File: src/hw/rtl/plid_pkg.sv
// Package: types and constants of the positional list insert/delete block
package plid_pkg;
	localparam int CAPACITY = 64;
	localparam int DATA_W   = 32;
	localparam int POS_W    = 8;
	localparam int LEN_W    = 7;
	localparam int IDX_W    = (CAPACITY > 1) ? $clog2(CAPACITY) : 1;
	localparam int CNT_W    = $clog2(CAPACITY + 1);
	localparam int CMP_W    = ((IDX_W > POS_W) ? IDX_W : POS_W) + 1;

	localparam logic [1:0] ST_DONE  = 2'd0;
	localparam logic [1:0] ST_RANGE = 2'd1;
	localparam logic [1:0] ST_FULL  = 2'd2;

	localparam logic ACT_INSERT = 1'b0;
	localparam logic ACT_DELETE = 1'b1;

	typedef struct packed {
		logic                     action;
		logic [POS_W-1:0]         position;
		logic signed [DATA_W-1:0] value;
	} in_item_t;

	typedef struct packed {
		logic [1:0]               status;
		logic signed [DATA_W-1:0] removed_value;
		logic [LEN_W-1:0]         length;
	} out_item_t;

	typedef struct packed {
		logic              ins;
		logic              del;
		logic [POS_W-1:0]  pos;
		logic [DATA_W-1:0] value;
	} cell_ctl_t;
endpackage

File: src/hw/rtl/plid_cell.sv
// One storage cell of the shifting element row
module plid_cell import plid_pkg::*; (
	input  logic              clk,
	input  logic [IDX_W-1:0]  idx,
	input  cell_ctl_t         ctl,
	input  logic [DATA_W-1:0] left,
	input  logic [DATA_W-1:0] right,
	output logic [DATA_W-1:0] data,
	output logic [DATA_W-1:0] sel_data
);
	logic [DATA_W-1:0] data_q;
	logic [CMP_W-1:0]  idx_x;
	logic [CMP_W-1:0]  pos_x;

	assign idx_x = CMP_W'(idx);
	assign pos_x = CMP_W'(ctl.pos);

	always_ff @(posedge clk) begin
		if (ctl.ins) begin
			if (idx_x == pos_x) begin
				data_q <= ctl.value;
			end else if (idx_x > pos_x) begin
				data_q <= left;
			end
		end else if (ctl.del) begin
			if (idx_x >= pos_x) begin
				data_q <= right;
			end
		end
	end

	assign data     = data_q;
	assign sel_data = (idx_x == pos_x) ? data_q : '0;
endmodule

File: config.mk
export PLATFORM = sky130hd
export DESIGN_NAME = plid_cell
export DESIGN_NICKNAME = d
export VERILOG_FILES = /design/src/hw/rtl/plid_pkg.sv /design/src/hw/rtl/plid_cell.sv
export SDC_FILE = /design/constraint.sdc
export NUM_CORES = 1
export LEC_CHECK = 0
export ABC_AREA = 1
export BUFFER_PORTS_ARGS = -buffer_cell sky130_fd_sc_hd__buf_2
export CORE_MARGIN = 2
export CORE_UTILIZATION = 45
export DETAILED_ROUTE_END_ITERATION = 10
export GPL_ROUTABILITY_DRIVEN = 0
export HOLD_SLACK_MARGIN = 0.06
export PLACE_DENSITY = 0.87
export SETUP_SLACK_MARGIN = 0.1
export SYNTH_ARGS = -nofsm -noshare
export SYNTH_HDL_FRONTEND = slang
export SYNTH_SLANG_ARGS = --single-unit
File: constraint.sdc
create_clock -name clk -period 6.1 [get_ports clk]
set_input_delay 1.83 -clock clk [delete_from_list [all_inputs] [get_ports clk]]
set_output_delay 1.83 -clock clk [all_outputs]
set_load 0.02 [all_outputs]
# Word-level counts from Yosys, hierarchy flattened
# Index checks and enable logic that the tools add are counted.
[totals] reg_bits=32 input_bits=113 out_inout_bits=64 elab_cells=14
[op_classes] magnitude_cmp=2 eq_ne=2 mux=6 n_reduce_logical=3
[op_table] operator="32-bit two-way mux" n=6
[op_table] operator="6-bit by 8-bit == test with 1-bit output" n=1
[op_table] operator="6-bit by 8-bit >= comparator with 1-bit output" n=1
[op_table] operator="6-bit by 8-bit greater-than comparator with 1-bit output" n=1
[op_table] operator="2-bit nonzero test" n=2
[op_table] operator="3-bit by 1-bit != test with 1-bit output, second input constant" n=1
[op_table] operator="3-bit AND reduction" n=1

# Longest topological paths before layout
# Gate-level depths: netlist of run 1.
[depth] ltp_word=4 ltp_mapped=10

# Worst setup path after synthesis of run 1
# OpenSTA, ideal clock, no wires.
[synth_path] kind="input port to output port" start="input ctl[37] in the netlist's numbering" end="output sel_data[10]" t_arrival_ns=2.939 slack_ns=1.331 path_stages=7 path_buffers=1 cell_sequence="inv_1 -> ha_1 -> nand2_1 -> nor2_2 -> nand2_4 -> buf_2 -> nor2_1"
[synth_between] elab_chain_cells=2
[synth_rtl] element="from (decl)" line_no="plid_cell.sv:5" source="input cell_ctl_t ctl,"
[synth_rtl] element="6-bit by 8-bit == test with 1-bit output" line_no="plid_cell.sv:33" source="assign sel_data = (idx_x == pos_x) ? data_q : '0;"
[synth_rtl] element="32-bit two-way mux" line_no="plid_cell.sv:33"
[synth_rtl] element="to (decl)" line_no="plid_cell.sv:9" source="output logic [DATA_W-1:0] sel_data"
# No other way between the ends.

# Worst setup path after layout of run 1
[layout_path] start="input ctl[37] in the netlist's numbering" end="output sel_data[13]"
# The elaborated chain is that of the path after synthesis.

==> flow_metrics.env, run 1 <==
export IMPL_synthXorXnorAreaFrac_pct=0
export IMPL_pin_count=177
export IMPL_netlist_top_cells_count="131 x nand2_1, 111 x inv_1, 35 x nor2_1, 32 x edfxtp_1, 30 x nand3_1"
export IMPL_die_h_um=78.31
export IMPL_cts_root_buffer="clkbuf_8"
export IMPL_cts_buffers=5
export IMPL_multiInputGateArea_um2=993.5
export IMPL_power_density_nw_per_um2=159.6
export IMPL_crit_path_max_fanout=64
export IMPL_synth_area_top_cells="edfxtp_1 39%, nand2_1 20%, inv_1 17%"
export IMPL_post_route_drc_count=0
export IMPL_hold_viol=0
export IMPL_ys_seq_area_share_pct=38.67
export IMPL_yosys_area_share_simple_pct=36.10
export IMPL_synth_avg_cell_area_um2=6.522
export IMPL_grt_max_degree=65
export IMPL_whs_ps=1824
export IMPL_antenna_found_initial=0
export IMPL_portBuffers=176
export IMPL_fin_crit_ps=5132
export IMPL_hp_start="right[15]"
export IMPL_busiest_layer="met2"
export IMPL_path_clk_slew_ps=60
export IMPL_tns_ps=0
export IMPL_areaGrowthSynthToFinish_pct=37.76
export IMPL_synth_top_cell_area_share_pct=38.67
export IMPL_diodes=0
export IMPL_grt_pass1_vias=2555
export IMPL_timing_slew_headroom_pct=32.68
export IMPL_yosysWarnings=0
export IMPL_cts_setup_buffers=0
export IMPL_wire_per_inst_um=10.26
export IMPL_nNetsFinal=667
export IMPL_whs_path_depth=3
export IMPL_fp_coreArea_um2=5405
export IMPL_grt_total_usage_pct=20.68
export IMPL_cts_max_path_buffers=2
export IMPL_synthAdderAreaFrac_pct=3.021
export IMPL_dr_total_vias=2731
export IMPL_grt_use_met2_pct=41.21
export IMPL_setup_viol=0
export IMPL_synthMuxAreaShare_pct=0
export IMPL_p_leak_uw=0.002288
export IMPL_synth_compound_area_share_pct=0.4028
export IMPL_whs_endpoint="data[15]"
export IMPL_drive_gt1_share_pct=36.68
export IMPL_cp_start_kind="input port"
export IMPL_endpoint_kind="output port"
export IMPL_holdBufCountCts=0
export IMPL_p_total_uw=546.3
export IMPL_max_cap_violations=0
export IMPL_dr_pass1_iters=4
export IMPL_ys_ff_latch=32
export IMPL_final_core_util_pct=63.33
export IMPL_worstMarginPinSlew_ps=1009
export IMPL_async_flop_share_pct=0
export IMPL_post_cts_resized=0
export IMPL_min_path_type="in2reg"
export IMPL_die_area_um2=6132
export IMPL_ant_nets=0
export IMPL_ff_latch_area_um2=960.9
export IMPL_grt_pass1_wl_um=10200
export IMPL_drt_iter0_drc=102
export IMPL_fmax_mhz=194.9
export IMPL_start_util_pct=45.97
export IMPL_cts_sink_count=32
export IMPL_rsz0062_at_grt="no"
export IMPL_fin_crit_sh_pct=84.13
export IMPL_synth_top_area_cell="edfxtp_1"
export IMPL_synth_area_um2=2485
export IMPL_ys_types=18
export IMPL_drt_wl_total_um=6359
export IMPL_arrival_ps=3300
export IMPL_crit_type="in2out"
export IMPL_cts_tree="yes"
export IMPL_synth_cells=381
export IMPL_worst_ep_required_time_ps=4270
export IMPL_met1_usage_pct=20.41
export IMPL_die_w_um=78.31
export IMPL_post_drt_via_cell_ratio=4.405
export IMPL_synth_top_family_by_area="simple AND/OR/NAND/NOR gates"
export IMPL_nFillCells=507
export IMPL_status="completed"
export IMPL_synth_most_common_cell="nand2_1"
export IMPL_largest_reg_flops=32
export IMPL_maxSlewViolCount=0
export IMPL_grt_overflow_total=0
export IMPL_synth_nets=500
export IMPL_dpl_hpwl_um=4924
export IMPL_synth_edf_count=32
export IMPL_met3_usage_pct=4.138
export IMPL_peakVddDrop_mv=0.1214
export IMPL_htreeDepth=2
export IMPL_num_rows=27
export IMPL_ys_flop_type="edfxtp_1"
## how the worst max path moves through the flow
stage / slack, ps / startpoint / cells after the start / endpoint
floorplan: 1330 / ctl[37] / 7 / sel_data[10]
detailed placement: 970 / ctl[37] / 8 / sel_data[13]
finish: 970 / ctl[37] / 8 / sel_data[13]
global placement: 1060 / ctl[35] / 8 / sel_data[18]
global route: 810 / ctl[37] / 8 / sel_data[20]
CTS: 960 / ctl[37] / 8 / sel_data[13]
## final cells by class
cell class,count,area share [%]
inverter,112,12.28
clock buffer,6,2.120
multi-input combinational,221,29.02
tap,72,2.632
sequential,32,28.07
timing repair buffer,176,25.73
clock inverter,1,0.1462
## through the flow
step	std cells	area (um2)	setup WS (ps)
after floorplan	381	2485	1331
after global placement	613	3346	1056
after detailed placement	613	3346	966.7
after CTS	620	3423	962.5
after global routing	620	3423	810.1
final	620	3423	968.0
## power by group
group / internal (uW) / switching [uW] / total (uW)
registers: 261 / 7.53 / 268
clock network: 77.4 / 69.7 / 147
logic: 56.1 / 75.0 / 131
## worst max-delay path, cell delays in order
cell,delay (ps)
buf_2,80
inv_1,30
ha_1,280
nand2_1,90
nor2_2,190
nand2_4,350
nor2_1,210
buf_2,190
## per-layer routing
metal / vias up / share of wire, %
met5: - / 0
met4: 0 / 2.3
met3: 15 / 7.0
met2: 106 / 53
met1: 1190 / 38
li1: 1420 / -
## cell families after synthesis
family                   count (synthesis)
AND/OR/NAND/NOR                        213
adder cells (fa/ha/maj)                  6
buffers and inverters                  128
flip-flops                              32
AO/OA/AOI/OAI                            2
## placed cells by master, fill, tap and decap left out, drive strengths merged
master and count:
buf 176, nand2 143, inv 112, nor2 38
edfxtp 32, nand3 32, ha 6, clkbuf 6
a21oi 2, clkinv 1
Power figures use the tool's default switching activity.
==> run 2, diff against run 1 <==
Settings changed: CORE_UTILIZATION 45 to 42, PLACE_DENSITY 0.87 to 0.82.
Clock period 6.1 ns to 5.05 ns, I/O delays scaled along.
==> run 2 against run 1 <==
  * Critical path depth down 1
  * Clock power up 22%
  * Largest cell class unchanged
  * Cell count up 0.81%
  * Final area up 0.40%
  * Count of clock-buffer cells in the layout up 1
  * Largest power group unchanged
  * Worst setup slack worse by 430 ps
  * Combinational power up 21%
  * Sequential power up 21%
  * Sequential share of layout area down 0.11 points
  * Via count down 0.81%
  * Non-clock buffer count up 1
==> flow_metrics.env, run 2 (synthesis results as in run 1) <==
export IMPL_crit_type="in2out"
export IMPL_cts_max_path_buffers=2
export IMPL_grt_max_degree=65
export IMPL_post_cts_resized=0
export IMPL_fp_coreArea_um2=5816
export IMPL_max_cap_violations=0
export IMPL_whs_path_depth=3
export IMPL_setup_viol=0
export IMPL_dr_total_vias=2709
export IMPL_hp_start="right[28]"
export IMPL_tns_ps=0
export IMPL_post_drt_via_cell_ratio=4.334
export IMPL_worst_ep_required_time_ps=3540
export IMPL_most_common_layout_cells="176 x buf_2, 131 x nand2_1, 111 x inv_1, 35 x nor2_1, 32 x edfxtp_1"
export IMPL_timing_slew_headroom_pct=32.70
export IMPL_cts_buffers=5
export IMPL_nFillCells=572
export IMPL_netSwitchingPower_uw=183.7
export IMPL_worst_slack_ps=542.8
export IMPL_fmax_mhz=221.9
export IMPL_grt_overflow_total=0
export IMPL_holdBufCountCts=0
export IMPL_grt_pass1_wl_um=9873
export IMPL_wire_per_inst_um=10.14
export IMPL_path_clk_slew_ps=60
export IMPL_die_area_um2=6548
export IMPL_min_path_type="in2reg"
export IMPL_num_rows=28
export IMPL_portBuffers=176
export IMPL_diodes=0
export IMPL_place_ws_ps=560.6
export IMPL_die_w_um=80.92
export IMPL_peakVddDrop_mv=0.1157
export IMPL_hold_viol=0
export IMPL_whs_endpoint="data[28]"
export IMPL_dr_pass1_iters=4
export IMPL_drt_wl_total_um=6336
export IMPL_grt_pass1_vias=2349
export IMPL_largest_reg_flops=32
export IMPL_final_core_util_pct=59.10
export IMPL_cp_start_kind="input port"
export IMPL_fin_crit_sh_pct=89.25
export IMPL_cts_tree="yes"
export IMPL_p_sw_share_pct=27.75
export IMPL_drive_gt1_share_pct=36.55
export IMPL_rsz0062_at_grt="no"
export IMPL_seqPwrFrac_pct=48.9
export IMPL_clkPwrFrac_pct=27.3
export IMPL_worstMarginPinSlew_ps=1008
export IMPL_dpl_hpwl_um=4873
export IMPL_cts_sink_count=32
export IMPL_crit_path_max_fanout=64
export IMPL_final_common_cell="buf_2"
export IMPL_start_util_pct=42.73
export IMPL_drt_iter0_drc=77
export IMPL_grt_total_usage_pct=19.59
export IMPL_areaGrowthSynthToFinish_pct=38.32
export IMPL_pin_count=177
export IMPL_endpoint_kind="output port"
export IMPL_ant_nets=0
export IMPL_power_frac_comb_pct=23.8
export IMPL_die_h_um=80.92
export IMPL_status="completed"
export IMPL_arrival_ps=2990
export IMPL_nNetsFinal=668
export IMPL_cts_root_buffer="clkbuf_8"
export IMPL_power_density_nw_per_um2=192.6
export IMPL_htreeDepth=2
export IMPL_antenna_found_initial=0
export IMPL_power_internal_uw=478.3
export IMPL_fin_crit_ps=4507
export IMPL_p_leak_uw=0.002292
export IMPL_maxSlewViolCount=0
export IMPL_post_route_drc_count=0
export IMPL_cts_setup_buffers=0
run 2: changes by cell type in the layout (fill, tap and decap cells not counted), sizes merged:
cell	delta
clkbuf	+1
buf	+1
run 2: layout make-up:
class | count | area (um2) | area share (%)
Multi-Input combinational cell | 221 | 993.5 | 28.90
Sequential cell | 32 | 960.9 | 27.96
Timing Repair Buffer | 177 | 888.4 | 25.85
Inverter | 112 | 420.4 | 12.23
Tap cell | 75 | 93.84 | 2.730
Clock buffer | 7 | 76.32 | 2.221
Clock inverter | 1 | 3.754 | 0.1092
run 2: critical path, cell delays in order:
cell and delay, ps:
buf_2 100, ha_1 280, nand2_1 90, nor2_2 180, nand2_4 340, nor2_1 240
buf_2 190
run 2: worst max-delay path by stage:
stage	end	startpoint	slack, ps	cells past startpoint
floorplan	data[0]	ctl[37]	770	8
global placement	sel_data[19]	ctl[35]	610	8
detailed placement	sel_data[24]	idx[3]	560	7
CTS	sel_data[24]	ctl[37]	560	8
global route	sel_data[21]	ctl[37]	410	8
finish	sel_data[22]	idx[5]	540	7
run 2: stage by stage:
stage | cell area [um2] | hold WS (ps) | total power, uW | instances
after CTS | 3437 | 1499 | 673.0 | 625
after detailed placement | 3357 | 1789 | 488.7 | 617
after global routing | 3437 | 1499 | 707.9 | 625
after global placement | 3357 | 1785 | 483.7 | 617
after floorplan | 2485 | 1701 | 417.4 | 381
final | 3437 | 1510 | 662.0 | 625
run 2: metal layers:
| layer | routed length, um | track usage (%) | vias up | part of all wire [%] |
|---|---|---|---|---|
| met3 | 386 | 4.222 | 6 | 6.1 |
| met1 | 2560 | 22.62 | 1187 | 40 |
| met4 | 79 | 6.441 | 0 | 1.2 |
| li1 | - | - | 1423 | - |
| met2 | 3309 | 35.79 | 93 | 52 |
| met5 | 0 | 0 | - | 0 |
run 2: power by group through the flow:
stage          registers, uW  clock network [uW]  logic, uW
2_1_floorplan            349                   0       68.0
3_3_place_gp             329                   0        155
3_5_place_dp             329                   0        160
4_1_cts                  324                 189        160
5_1_grt                  326                 202        180
6_report                 324                 180        158
==> run 3, diff against run 2 <==
--- a/config.mk
+++ b/config.mk
@@ -9,3 +9,3 @@
 export BUFFER_PORTS_ARGS = -buffer_cell sky130_fd_sc_hd__buf_2
-export CORE_MARGIN = 2
+export CORE_MARGIN = 10
 export CORE_UTILIZATION = 42
--- a/constraint.sdc
+++ b/constraint.sdc
@@ -3,2 +3,2 @@
 set_output_delay 1.515 -clock clk [all_outputs]
-set_load 0.02 [all_outputs]
+set_load 0.1 [all_outputs]
==> run 3 against run 2 <==
  * Global-route usage fell by 3.6 points
  * Highest routed layer unchanged
  * Hold slack improved by 5.5 ps
  * Worst setup slack got worse by 200 ps
  * First-iteration DRC count is 2.6% higher
  * Largest cell class unchanged
  * Via count is 1.9% lower
  * Critical path depth up 1
  * Total power up 15%
  * Die area rose by 43%
  * Wire length is 26% higher
  * Sequential share of layout area shrank 0.071 points
==> flow_metrics.env, run 3 (synthesis results as in run 1) <==
export IMPL_grt_max_degree=54
export IMPL_diodes=0
export IMPL_status="completed"
export IMPL_arrival_ps=3190
export IMPL_cp_start_kind="input port"
export IMPL_grt_overflow_total=0
export IMPL_path_buf_inv=3
export IMPL_final_core_util_pct=61.45
export IMPL_num_rows=27
export IMPL_dpl_hpwl_um=6481
export IMPL_areaGrowthSynthToFinish_pct=38.67
export IMPL_whs_path_depth=3
export IMPL_dr_pass1_iters=4
export IMPL_portBuffers=176
export IMPL_cts_tree="yes"
export IMPL_multiInputGateArea_um2=998.5
export IMPL_cts_max_path_buffers=2
export IMPL_crit_type="in2out"
export IMPL_endpoint_kind="output port"
export IMPL_ant_nets=0
export IMPL_p_leak_uw=0.002296
export IMPL_nFillCells=546
export IMPL_crit_path_max_fanout=53
export IMPL_most_common_layout_cells="176 x buf_2, 131 x nand2_1, 111 x inv_1, 33 x nor2_1, 32 x edfxtp_1"
export IMPL_worstMarginPinSlew_ps=1001
export IMPL_critPathMostFrequentCell="buf_2"
export IMPL_fin_crit_sh_pct=93.21
export IMPL_die_area_um2=9393
export IMPL_post_route_drc_count=0
export IMPL_crit_slowest_cell="buf_2"
export IMPL_worst_slack_ps=342.7
export IMPL_hold_viol=0
export IMPL_fp_coreArea_um2=5608
export IMPL_grt_pass1_wl_um=12700
export IMPL_start_util_pct=44.31
export IMPL_hp_start="right[31]"
export IMPL_grt_total_usage_pct=15.98
export IMPL_tns_ps=0
export IMPL_antenna_found_initial=0
export IMPL_die_h_um=96.92
export IMPL_htreeDepth=2
export IMPL_wire_per_inst_um=12.85
export IMPL_place_ws_ps=333.3
export IMPL_path_clk_slew_ps=60
export IMPL_whs_endpoint="data[31]"
export IMPL_fmax_mhz=212.4
export IMPL_die_w_um=96.92
export IMPL_fin_crit_ps=4707
export IMPL_max_cap_violations=0
export IMPL_rsz0062_at_grt="no"
export IMPL_cts_buffers=5
export IMPL_pin_count=177
export IMPL_cts_sink_count=32
export IMPL_drt_wl_total_um=8008
export IMPL_power_density_nw_per_um2=221.2
export IMPL_post_cts_resized=0
export IMPL_holdBufCountCts=0
export IMPL_drt_iter0_drc=79
export IMPL_largest_reg_flops=32
export IMPL_postPlaceCellArea_um2=3366
export IMPL_cp_depth=8
export IMPL_crit_family="simple AND/OR/NAND/NOR gates"
export IMPL_postLayoutCellArea_um2=3446
export IMPL_nNetsFinal=669
export IMPL_cts_root_buffer="clkbuf_8"
export IMPL_peakVddDrop_mv=0.1461
export IMPL_cp_cell_sequence="buf_2, inv_1, ha_1, nand2_1, nor2_2, nand2_4, nor2_1, buf_2"
export IMPL_ff_latch_area_um2=960.9
export IMPL_grt_pass1_vias=2711
export IMPL_cts_setup_buffers=0
export IMPL_max_stage_delay_ps=450
export IMPL_timing_slew_headroom_pct=33.20
export IMPL_drive_gt1_share_pct=37.02
export IMPL_post_drt_via_cell_ratio=4.266
export IMPL_worst_ep_required_time_ps=3540
export IMPL_maxSlewViolCount=0
export IMPL_final_common_cell="buf_2"
export IMPL_dr_total_vias=2658
export IMPL_whs_ps=1516
export IMPL_setup_viol=0
export IMPL_min_path_type="in2reg"
==> run 3: cell types whose count changed in the layout (fill, tap and decap cells not counted), sizes merged <==
cell and delta:
buf +1
==> run 3: layout make-up <==
| class | count | area share, % |
|---|---|---|
| multi-input cells | 221 | 28.98 |
| flip-flops and latches | 32 | 27.89 |
| repair buffers | 178 | 26.00 |
| inverters | 112 | 12.20 |
| well taps | 72 | 2.614 |
| clock buffers | 7 | 2.215 |
| clock inverters | 1 | 0.1089 |
==> run 3: how the worst max path moves through the flow <==
stage / slack [ps] / start / end
6_report: 340 / ctl[37] / sel_data[16]
5_1_grt: 170 / ctl[37] / sel_data[7]
4_1_cts: 330 / ctl[37] / sel_data[0]
3_5_place_dp: 330 / ctl[37] / sel_data[0]
3_3_place_gp: 400 / ctl[37] / sel_data[23]
2_1_floorplan: -60 / ctl[37] / sel_data[10]
==> run 3: through the flow <==
step / total power, uW / instances
floorplan: 521.1 / 381
global placement: 587.6 / 615
detailed placement: 592.7 / 615
CTS: 771.8 / 623
global route: 809.1 / 623
finish: 762.4 / 623
==> run 3: power breakdown <==
group          internal, uW  switching, uW  total [uW]
logic                  67.7            194         262
clock network          95.7           81.5         177
registers               315           8.32         323
total                   478            284         762
==> run 3: routing by layer <==
layer	share of wire [%]	GRT usage, %
met1	38	16.39
met2	53	29.45
met3	7.0	5.394
met4	2.0	5.299
met5	0	0
